<file path="src/rtl/cwfp_pkg.sv">
// ----------------------------------------------------------------------------
// cwfp_pkg: shared types and constants of the cycle-walking Feistel permutation
// Holds the payload structs of the request and response channels, the
// register indexes of the configuration port, and the hash constants.
// ----------------------------------------------------------------------------
package cwfp_pkg;

    localparam int IDX_W       = 24;                 // index and result width
    localparam int CNT_W       = 25;                 // domain size register width
    localparam int HALF_W      = IDX_W / 2;          // widest Feistel half
    localparam int HB_W        = $clog2(HALF_W + 1); // holds a half width 0..HALF_W
    localparam int WORD_W      = 32;
    localparam int DATA_W      = 32;                 // configuration write data
    localparam int CFG_IDX_W   = 2;
    localparam int ROUND_COUNT = 4;
    localparam int RND_W       = $clog2(ROUND_COUNT);
    localparam int DIV_CNT_W   = $clog2(IDX_W);
    localparam int MAX_ITEMS   = 16777216;

    localparam logic [WORD_W-1:0] HASH_K1 = 32'h9E37_79B9;
    localparam logic [WORD_W-1:0] HASH_K2 = 32'h85EB_CA6B;
    localparam logic [WORD_W-1:0] HASH_K3 = 32'hC2B2_AE35;

    localparam logic [CNT_W-1:0] MAX_COUNT = CNT_W'(MAX_ITEMS);

    typedef enum logic [CFG_IDX_W-1:0] {
        REG_SEED  = 2'd0,
        REG_EPOCH = 2'd1,
        REG_COUNT = 2'd2
    } cfg_reg_t;

    typedef struct packed {
        logic             func;   // 0 forward, 1 inverse
        logic [IDX_W-1:0] index;
    } cwfp_req_t;

    typedef struct packed {
        logic [IDX_W-1:0] mapped_index;
        logic             domain_fault;
    } cwfp_rsp_t;

endpackage

</file>
<file path="src/rtl/cycle_walking_feistel_permutation_top.sv">
// ----------------------------------------------------------------------------
// cycle_walking_feistel_permutation_top: keyed permutation of 0..N-1
// Maps an index forward or back through a four-round Feistel network with
// cycle walking, built around one shared 32-bit multiplier.
// ----------------------------------------------------------------------------
// Usage:
//   The cfg channel writes seed_word (index 0), epoch_number (index 1) and
//   item_count (index 2); cfg_ready is always high. Write it only while idle.
//   The req channel carries func and index; the rsp channel returns
//   mapped_index and domain_fault, one response per request.
//   One request is in flight at a time: req_ready is high only while the
//   sequencer is idle.
//   An index at or above N takes the bit-serial remainder path, one
//   quotient bit a cycle. N of one goes from the check straight to done.
//   Otherwise the request runs PRE0 to PRE2, then MIX and FOLD for each
//   round of a pass; cycle walking needs under four passes on average.
//   The response sits in an output register, so the next request is taken
//   while a stalled response waits; the sequencer only holds in its final
//   state if a second response is ready before the first is taken.
//   Reset clears all control state and loads seed 0, epoch 0, N = 1.
// ----------------------------------------------------------------------------
module cycle_walking_feistel_permutation_top (
    input  logic                          clk,
    input  logic                          rst_n,
    input  logic                          cfg_valid,
    output logic                          cfg_ready,
    input  logic [cwfp_pkg::CFG_IDX_W-1:0] cfg_index,
    input  logic [cwfp_pkg::DATA_W-1:0]   cfg_data,
    input  logic                          req_valid,
    output logic                          req_ready,
    input  cwfp_pkg::cwfp_req_t           req_data,
    output logic                          rsp_valid,
    input  logic                          rsp_ready,
    output cwfp_pkg::cwfp_rsp_t           rsp_data
);
    import cwfp_pkg::*;

    typedef enum logic [8:0] {
        S_IDLE  = 9'b000000001,
        S_CHECK = 9'b000000010,
        S_DIV   = 9'b000000100,
        S_PRE0  = 9'b000001000,
        S_PRE1  = 9'b000010000,
        S_PRE2  = 9'b000100000,
        S_MIX   = 9'b001000000,
        S_FOLD  = 9'b010000000,
        S_DONE  = 9'b100000000
    } state_t;

    localparam logic [RND_W-1:0] LAST_RND = RND_W'(ROUND_COUNT - 1);

    // Control state
    state_t                 state_reg, state_next;
    logic [WORD_W-1:0]      seed_reg;
    logic [WORD_W-1:0]      epoch_reg;
    logic [CNT_W-1:0]       count_reg;
    logic                   rsp_valid_reg, rsp_valid_next;
    logic [RND_W-1:0]       rcnt_reg, rcnt_next;
    logic [DIV_CNT_W-1:0]   dcnt_reg, dcnt_next;

    // Datapath
    logic                   func_reg;
    logic [IDX_W-1:0]       idx_reg;
    logic [CNT_W-1:0]       n_reg;
    logic [HB_W-1:0]        hb_reg;
    logic [HALF_W-1:0]      mask_reg;
    logic [HALF_W-1:0]      lo_reg, lo_next;
    logic [HALF_W-1:0]      hi_reg, hi_next;
    logic [WORD_W-1:0]      mul_reg, mul_next;
    logic [WORD_W-1:0]      pre_reg, pre_next;
    logic [IDX_W-1:0]       rem_reg, rem_next;
    logic [IDX_W-1:0]       dvd_reg, dvd_next;
    logic [IDX_W-1:0]       res_reg, res_next;
    logic                   fault_reg, fault_next;
    cwfp_rsp_t              rsp_reg;

    // Combinational helpers
    logic [CNT_W-1:0]       n_eff;
    logic [IDX_W-1:0]       n_m1;
    logic [HB_W:0]          bit_len;
    logic [HB_W:0]          even_len;
    logic [HB_W-1:0]        hb_comb;
    logic [HALF_W-1:0]      mask_comb;
    logic [WORD_W-1:0]      mul_a, mul_b, mul_prod;
    logic [WORD_W-1:0]      mix_b, mix_c, fold_e;
    logic [HALF_W-1:0]      round_f;
    logic [HALF_W-1:0]      new_lo, new_hi;
    logic [IDX_W-1:0]       x_new;
    logic [CNT_W-1:0]       div_shift;
    logic [RND_W-1:0]       rcnt_inc;
    logic                   req_fire;
    logic                   out_free;

    function automatic logic [WORD_W-1:0] round_value(input logic [RND_W-1:0] r,
                                                      input logic inv);
        logic [RND_W-1:0] v;
        v = inv ? (LAST_RND - r) : r;
        return {{(WORD_W-RND_W){1'b0}}, v};
    endfunction

    assign cfg_ready = 1'b1;
    assign req_ready = (state_reg == S_IDLE);
    assign req_fire  = req_valid && req_ready;
    assign rsp_valid = rsp_valid_reg;
    assign rsp_data  = rsp_reg;
    assign out_free  = !rsp_valid_reg || rsp_ready;

    // Domain size with zero and oversize counts clamped.
    always_comb
    begin
        if (count_reg == '0)
        begin
            n_eff = CNT_W'(1);
        end
        else if (count_reg > MAX_COUNT)
        begin
            n_eff = MAX_COUNT;
        end
        else
        begin
            n_eff = count_reg;
        end
    end

    // Bit length of N-1, rounded up to even, gives twice the half width.
    always_comb
    begin
        n_m1    = IDX_W'(n_eff - CNT_W'(1));
        bit_len = '0;
        for (int i = 0; i < IDX_W; i++)
        begin
            if (n_m1[i])
            begin
                bit_len = (HB_W+1)'(i + 1);
            end
        end
        even_len  = bit_len + (HB_W+1)'(bit_len[0]);
        hb_comb   = even_len[HB_W:1];
        mask_comb = HALF_W'(({{(HALF_W){1'b0}}, 1'b1} << hb_comb) - 1'b1);
    end

    // Shared multiplier operand selection; only the low word is kept.
    always_comb
    begin
        mix_b = mul_reg + {{(WORD_W-HALF_W){1'b0}}, (func_reg ? lo_reg : hi_reg)};
        mix_c = mix_b ^ (mix_b >> 16);
        mul_a = seed_reg;
        mul_b = HASH_K1;
        unique case (state_reg)
            S_PRE0:
            begin
                mul_a = seed_reg;
                mul_b = HASH_K1;
            end
            S_PRE1:
            begin
                mul_a = mul_reg + epoch_reg;
                mul_b = HASH_K2;
            end
            S_PRE2:
            begin
                mul_a = pre_reg + round_value('0, func_reg);
                mul_b = HASH_K3;
            end
            S_MIX:
            begin
                mul_a = mix_c;
                mul_b = HASH_K2;
            end
            S_FOLD:
            begin
                mul_a = pre_reg + round_value(rcnt_inc, func_reg);
                mul_b = HASH_K3;
            end
            default:
            begin
                mul_a = seed_reg;
                mul_b = HASH_K1;
            end
        endcase
        mul_prod = mul_a * mul_b;
    end

    // Round fold: finish the hash and swap the halves.
    always_comb
    begin
        rcnt_inc = (rcnt_reg == LAST_RND) ? '0 : rcnt_reg + 1'b1;
        fold_e   = mul_reg ^ (mul_reg >> 13);
        round_f  = fold_e[HALF_W-1:0] & mask_reg;
        if (func_reg)
        begin
            new_lo = hi_reg ^ round_f;
            new_hi = lo_reg;
        end
        else
        begin
            new_hi = lo_reg ^ round_f;
            new_lo = hi_reg;
        end
        x_new     = (IDX_W'(new_hi) << hb_reg) | IDX_W'(new_lo);
        div_shift = {rem_reg, dvd_reg[IDX_W-1]};
    end

    always_comb
    begin
        state_next     = state_reg;
        rcnt_next      = rcnt_reg;
        dcnt_next      = dcnt_reg;
        lo_next        = lo_reg;
        hi_next        = hi_reg;
        mul_next       = mul_reg;
        pre_next       = pre_reg;
        rem_next       = rem_reg;
        dvd_next       = dvd_reg;
        res_next       = res_reg;
        fault_next     = fault_reg;
        rsp_valid_next = rsp_valid_reg && !rsp_ready;
        unique case (state_reg)
            S_IDLE:
            begin
                if (req_fire)
                begin
                    state_next = S_CHECK;
                end
            end
            S_CHECK:
            begin
                lo_next   = idx_reg[HALF_W-1:0] & mask_comb;
                hi_next   = HALF_W'(idx_reg >> hb_comb) & mask_comb;
                rem_next  = '0;
                dvd_next  = idx_reg;
                dcnt_next = '0;
                if ({1'b0, idx_reg} >= n_eff)
                begin
                    fault_next = 1'b1;
                    state_next = S_DIV;
                end
                else if (n_eff == CNT_W'(1))
                begin
                    fault_next = 1'b0;
                    res_next   = '0;
                    state_next = S_DONE;
                end
                else
                begin
                    fault_next = 1'b0;
                    state_next = S_PRE0;
                end
            end
            S_DIV:
            begin
                // Restoring remainder, one dividend bit per cycle.
                if (div_shift >= n_reg)
                begin
                    rem_next = IDX_W'(div_shift - n_reg);
                end
                else
                begin
                    rem_next = div_shift[IDX_W-1:0];
                end
                dvd_next  = dvd_reg << 1;
                dcnt_next = dcnt_reg + 1'b1;
                if (dcnt_reg == DIV_CNT_W'(IDX_W - 1))
                begin
                    res_next   = rem_next;
                    state_next = S_DONE;
                end
            end
            S_PRE0:
            begin
                mul_next   = mul_prod;
                state_next = S_PRE1;
            end
            S_PRE1:
            begin
                pre_next   = mul_prod;
                state_next = S_PRE2;
            end
            S_PRE2:
            begin
                mul_next   = mul_prod;
                rcnt_next  = '0;
                state_next = S_MIX;
            end
            S_MIX:
            begin
                mul_next   = mul_prod;
                state_next = S_FOLD;
            end
            S_FOLD:
            begin
                // The first hash product of the next round is started here.
                mul_next  = mul_prod;
                lo_next   = new_lo;
                hi_next   = new_hi;
                rcnt_next = rcnt_inc;
                if (rcnt_reg == LAST_RND && {1'b0, x_new} < n_reg)
                begin
                    res_next   = x_new;
                    state_next = S_DONE;
                end
                else
                begin
                    state_next = S_MIX;
                end
            end
            S_DONE:
            begin
                if (out_free)
                begin
                    rsp_valid_next = 1'b1;
                    state_next     = S_IDLE;
                end
            end
            default:
            begin
                state_next = S_IDLE;
            end
        endcase
    end

    always_ff @(posedge clk or negedge rst_n)
    begin
        if (!rst_n)
        begin
            state_reg     <= S_IDLE;
            rcnt_reg      <= '0;
            dcnt_reg      <= '0;
            rsp_valid_reg <= 1'b0;
            seed_reg      <= '0;
            epoch_reg     <= '0;
            count_reg     <= CNT_W'(1);
        end
        else
        begin
            state_reg     <= state_next;
            rcnt_reg      <= rcnt_next;
            dcnt_reg      <= dcnt_next;
            rsp_valid_reg <= rsp_valid_next;
            if (cfg_valid && cfg_ready)
            begin
                case (cfg_index)
                    REG_SEED:  seed_reg  <= cfg_data;
                    REG_EPOCH: epoch_reg <= cfg_data;
                    REG_COUNT: count_reg <= cfg_data[CNT_W-1:0];
                    default:   ;
                endcase
            end
        end
    end

    always_ff @(posedge clk)
    begin
        if (req_fire)
        begin
            func_reg <= req_data.func;
            idx_reg  <= req_data.index;
        end
        if (state_reg == S_CHECK)
        begin
            n_reg    <= n_eff;
            hb_reg   <= hb_comb;
            mask_reg <= mask_comb;
        end
        if (state_reg == S_DONE && out_free)
        begin
            rsp_reg.mapped_index <= res_reg;
            rsp_reg.domain_fault <= fault_reg;
        end
        lo_reg    <= lo_next;
        hi_reg    <= hi_next;
        mul_reg   <= mul_next;
        pre_reg   <= pre_next;
        rem_reg   <= rem_next;
        dvd_reg   <= dvd_next;
        res_reg   <= res_next;
        fault_reg <= fault_next;
    end

    // A fresh response always lies inside the domain of its request.
    a_rsp_in_domain: assert property (@(posedge clk) disable iff (!rst_n)
        (state_reg == S_DONE && out_free) |=> ({1'b0, rsp_data.mapped_index} < n_reg))
        else $error("response index outside the domain");

    // The partial remainder never reaches the divisor.
    a_rem_below_n: assert property (@(posedge clk) disable iff (!rst_n)
        (state_reg == S_DIV) |-> ({1'b0, rem_reg} < n_reg))
        else $error("partial remainder not reduced");

    // Feistel halves stay within the half width of the domain.
    a_halves_masked: assert property (@(posedge clk) disable iff (!rst_n)
        (state_reg == S_MIX || state_reg == S_FOLD) |->
            ((lo_reg & ~mask_reg) == '0 && (hi_reg & ~mask_reg) == '0))
        else $error("Feistel half wider than the half width");

    // The first pass of the network starts at the first round.
    a_pass_start: assert property (@(posedge clk) disable iff (!rst_n)
        (state_reg == S_PRE2) |=> (rcnt_reg == '0 && state_reg == S_MIX))
        else $error("network pass did not start at round zero");

endmodule

</file>
<file path="config.mk">
export PLATFORM = sky130hd
export DESIGN_NAME = cycle_walking_feistel_permutation_top
export DESIGN_NICKNAME = d
export VERILOG_FILES = /design/src/rtl/cwfp_pkg.sv /design/src/rtl/cycle_walking_feistel_permutation_top.sv
export SDC_FILE = /design/constraint.sdc
export NUM_CORES = 2
export LEC_CHECK = 0
export ABC_AREA = 0
export BUFFER_PORTS_ARGS = -buffer_cell sky130_fd_sc_hd__clkbuf_2
export CAP_MARGIN = 20
export CORE_ASPECT_RATIO = 2
export CORE_MARGIN = 4
export CORE_UTILIZATION = 60
export CTS_CLUSTER_SIZE = 16
export DETAILED_ROUTE_END_ITERATION = 8
export GPL_TIMING_DRIVEN = 0
export HOLD_SLACK_MARGIN = 0.15
export PLACE_DENSITY = 0.74
export RECOVER_POWER = 100
export SKIP_CTS_REPAIR_TIMING = 1
export SLEW_MARGIN = 20
export SYNTH_ARGS = -nofsm -noshare
export SYNTH_HDL_FRONTEND = slang
export SYNTH_SLANG_ARGS = --single-unit
</file>
<file path="constraint.sdc">
create_clock -name clk -period 15.1 [get_ports clk]
set_input_delay 2.265 -clock clk [delete_from_list [all_inputs] [get_ports clk]]
set_output_delay 2.265 -clock clk [all_outputs]
set_load 0.01 [all_outputs]
</file>
==> metrics.txt <==
# TYPE chip_impl_metric gauge
chip_impl_info{name="failed_checks",value="capacitance limit, slew limit"} 1
chip_impl_metric{name="grt_antenna_before_repair",unit=""} 7
chip_impl_metric{name="timing.final.setup_violations",unit=""} 0
chip_impl_metric{name="count_of_vias_placed_by_the_detailed_router",unit=""} 29800
chip_impl_metric{name="yosysWarnings",unit=""} 0
chip_impl_metric{name="global_route.usage.total",unit="%"} 45.7
chip_impl_metric{name="grt_first_pass_wirelength",unit="um"} 212000
chip_impl_info{name="grt_setup_unrepaired",value="false"} 1
chip_impl_info{name="cpMaxStageDelayCell",value="a2111oi_1"} 1
chip_impl_metric{name="fmaxAchievable",unit="GHz"} 0.0667
chip_impl_info{name="cts_tree",value="done"} 1
chip_impl_metric{name="critical_path_buf_inv_count",unit=""} 6
chip_impl_metric{name="routed_wire_length_per_instance",unit="um"} 32.0
chip_impl_metric{name="synth_nets",unit=""} 4373
chip_impl_metric{name="global_route_track_usage_on_met2",unit="%"} 80.0
chip_impl_info{name="status",value="complete, but fails checks"} 1
chip_impl_metric{name="placed_cells",unit=""} 4524
chip_impl_info{name="grt_busiest_layer",value="met2"} 1
chip_impl_info{name="crit_path_start_kind",value="flop"} 1
chip_impl_metric{name="drt_first_pass_iters",unit=""} 6
chip_impl_metric{name="clock_slew_at_the_register_clock_pins_of_the_worst_setup_and_hold_paths",unit="ns"} 0.08
chip_impl_info{name="worst_setup_end_kind",value="flop"} 1
chip_impl_info{name="cts_root_buf",value="clkbuf_16"} 1
chip_impl_metric{name="cp_data_required_time",unit="ns"} 15.52
chip_impl_metric{name="cts_num_sinks",unit=""} 358
chip_impl_metric{name="routabilityCongestion",unit=""} 1.07
chip_impl_metric{name="starting_density_of_the_core",unit="%"} 60.8
chip_impl_metric{name="syn_inst",unit=""} 3654
chip_impl_metric{name="synth.yosys.seq_area_share",unit="%"} 28.0
chip_impl_metric{name="overflow",unit=""} 0
chip_impl_metric{name="worst-endpoint-arrival",unit="ns"} 15.42
chip_impl_metric{name="timing.hold.ws",unit="ns"} 0.420
chip_impl_metric{name="synth.cell_area",unit="mm^2"} 0.0365
chip_impl_metric{name="clock_tree.htree_level_count",unit=""} 1
chip_impl_metric{name="area_delta_synth_final",unit="%"} 6.91
chip_impl_metric{name="grtUsageMet3",unit="%"} 8.19
chip_impl_metric{name="clock-skew-final",unit="ns"} 0.0232
chip_impl_metric{name="fin_cells",unit=""} 4585
chip_impl_info{name="cpMostUsedCell",value="fa_1"} 1
chip_impl_metric{name="critical_path_peak_fanout",unit=""} 10
chip_impl_metric{name="clockBufferDepth",unit=""} 3
chip_impl_info{name="layout_common_cells",value="inv_1, fa_1, nand2_1"} 1
chip_impl_metric{name="post_synthesis_area_per_instance",unit="um^2"} 9.99
chip_impl_info{name="crit_type",value="flop to flop"} 1
chip_impl_metric{name="setup_tns",unit="ns"} 0
chip_impl_metric{name="postRouteWirelength",unit="um"} 147000
chip_impl_metric{name="via_per_inst",unit=""} 6.49
chip_impl_metric{name="io-pin-count",unit=""} 92
chip_impl_metric{name="cts_buffers",unit=""} 30
chip_impl_metric{name="die_area",unit="mm^2"} 0.0651
chip_impl_metric{name="cpPeakStageDelay",unit="ns"} 0.82
chip_impl_metric{name="drt.antenna.violating_nets",unit=""} 0
chip_impl_metric{name="max_cap_viol_count",unit=""} 5
chip_impl_metric{name="buffer_ports.inserted",unit=""} 90
chip_impl_metric{name="core_area",unit="mm^2"} 0.0601
chip_impl_metric{name="ys_async_sr_fraction",unit="%"} 29.6
chip_impl_metric{name="grt_max_degree",unit=""} 80
chip_impl_info{name="critPathTopFamily",value="adder cells"} 1
chip_impl_info{name="synth-main-ff-cell",value="edfxtp_1"} 1
chip_impl_metric{name="std_cell_rows",unit=""} 127
chip_impl_metric{name="drive_above_1_share",unit="%"} 7.07
chip_impl_metric{name="dp.final_hpwl",unit="um"} 123000
chip_impl_metric{name="synthDistinctLibCells",unit=""} 98
chip_impl_metric{name="fin_nets",unit=""} 4501
chip_impl_metric{name="number_of_global_route_vias_before_repair",unit=""} 31700
chip_impl_metric{name="synth_enable_flop_cells",unit=""} 252
chip_impl_metric{name="die_w",unit="um"} 182
chip_impl_metric{name="timing.final.crit_period",unit="ns"} 15.00
chip_impl_metric{name="gr-usage-met1",unit="%"} 39.4
chip_impl_metric{name="drc",unit=""} 0
chip_impl_metric{name="drt_first_iter_violations",unit=""} 2565
chip_impl_metric{name="ys_seq_elements",unit=""} 358
chip_impl_metric{name="worst_skew_pair.late_latency",unit="ns"} 0.63
chip_impl_metric{name="slew_worst_pin",unit="ns"} 4.70
chip_impl_metric{name="min_period_over_period",unit="%"} 99.3
chip_impl_metric{name="chipHeight",unit="um"} 357
chip_impl_info{name="layout.cells.most_common",value="inv_1"} 1
chip_impl_metric{name="normalized_max_slew_margin",unit="%"} -213
chip_impl_metric{name="finalMaxSlewViolations",unit=""} 201
chip_impl_metric{name="hold_violations",unit=""} 0
chip_impl_info{name="min_delay_worst_type",value="flop to flop"} 1
[stage by stage]
step | setup WS (ns) | utilization, % | instance area, um^2
final | 0.0995 | 65.0 | 39000
after global routing | 0.00844 | 65.0 | 39000
after CTS | 0.106 | 65.3 | 39200
after detailed placement | 0.179 | 63.4 | 38100
after global placement | 0.0922 | 63.1 | 37900
after floorplan | 3.85 | - | 36500
[cell type report]
class,count,area [um^2]
multi-input combinational,2547,23400
fill,5051,21000
sequential,358,10200
inverter,637,2390
tap,774,968
clock buffer,42,868
buffer,112,444
timing repair buffer,96,433
clock inverter,14,259
antenna,5,12.5
[per-layer routing]
layer  part of all wire (%)  routed length, um
met2                     50              73500
met4                     17              24500
met3                    6.1               8890
met5                      0                  0
met1                     27              39600
[synthesized netlist by cell type (all sizes together) (20+ instances only)]
| library cell | instances | area, um^2 |
|---|---|---|
| a211oi | 21 | 170 |
| a21o | 38 | 285 |
| a21oi | 141 | 717 |
| and2 | 29 | 181 |
| and3 | 20 | 125 |
| buf | 25 | 124 |
| clkbuf | 87 | 327 |
| dfrtp | 104 | 2600 |
| edfxtp | 252 | 7570 |
| fa | 402 | 8050 |
| ha | 253 | 3170 |
| inv | 636 | 2390 |
| mux2 | 108 | 1220 |
| mux2i | 80 | 801 |
| nand2 | 302 | 1140 |
| nand2b | 35 | 219 |
| nand3 | 102 | 510 |
| nand4 | 31 | 230 |
| nor2 | 226 | 851 |
| nor2b | 22 | 138 |
| nor3 | 47 | 245 |
| o21a | 37 | 278 |
| o21ai | 160 | 805 |
| xnor2 | 122 | 1080 |
| xor2 | 94 | 823 |
[worst reg2reg max path, delay by kind of cell, from the launching register on]
family                     cells  cell delay, ns
AOI/OAI and AO/OA              4            2.28
xor gates and xnor gates      16            4.38
adders and majority gates      9            4.60
buffers and inverters          6            1.74
DFF                            1            0.36
muxes                          1            0.42
and+or+nand+nor                4            1.07
[kinds of logic (layout without fill, tap and decap cells)]
kind of cell | Yosys count | in the layout | share of synthesized area, %
flip-flops | 358 | 358 | 28.0
AO/OA/AOI/OAI | 577 | 577 | 10.2
multiplexers | 194 | 194 | 5.90
other | 1 | 6 | 0.0103
buffers and inverters | 749 | 901 | 7.78
AND/OR/NAND/NOR | 896 | 896 | 11.7
adder cells (fa/ha/maj) | 655 | 655 | 30.7
XOR/XNOR | 224 | 224 | 5.70
[worst paths after layout]
| kind | end | slack [ns] | start | depth (start not counted) |
|---|---|---|---|---|
| max | pre_reg[31]$_DFFE_PP_ | 0.1 | func_reg$_DFFE_PP_ | 40 |
| min | rsp_data[3]$_DFFE_PP_ | 0.42 | res_reg[2]$_DFFE_PP_ | 0 |
| max reg2reg | pre_reg[31]$_DFFE_PP_ | 0.1 | func_reg$_DFFE_PP_ | 40 |
| min reg2reg | rsp_data[3]$_DFFE_PP_ | 0.42 | res_reg[2]$_DFFE_PP_ | 0 |
| max in group asynchronous | epoch_reg[1]$_DFFE_PN0P_ | 7.92 | rst_n | 2 |
| min in group asynchronous | seed_reg[25]$_DFFE_PN0P_ | 1.98 | rst_n | 1 |
Power is not shown: default switching activity piles up to over one toggle a cycle in this logic, so the estimate is an artifact.
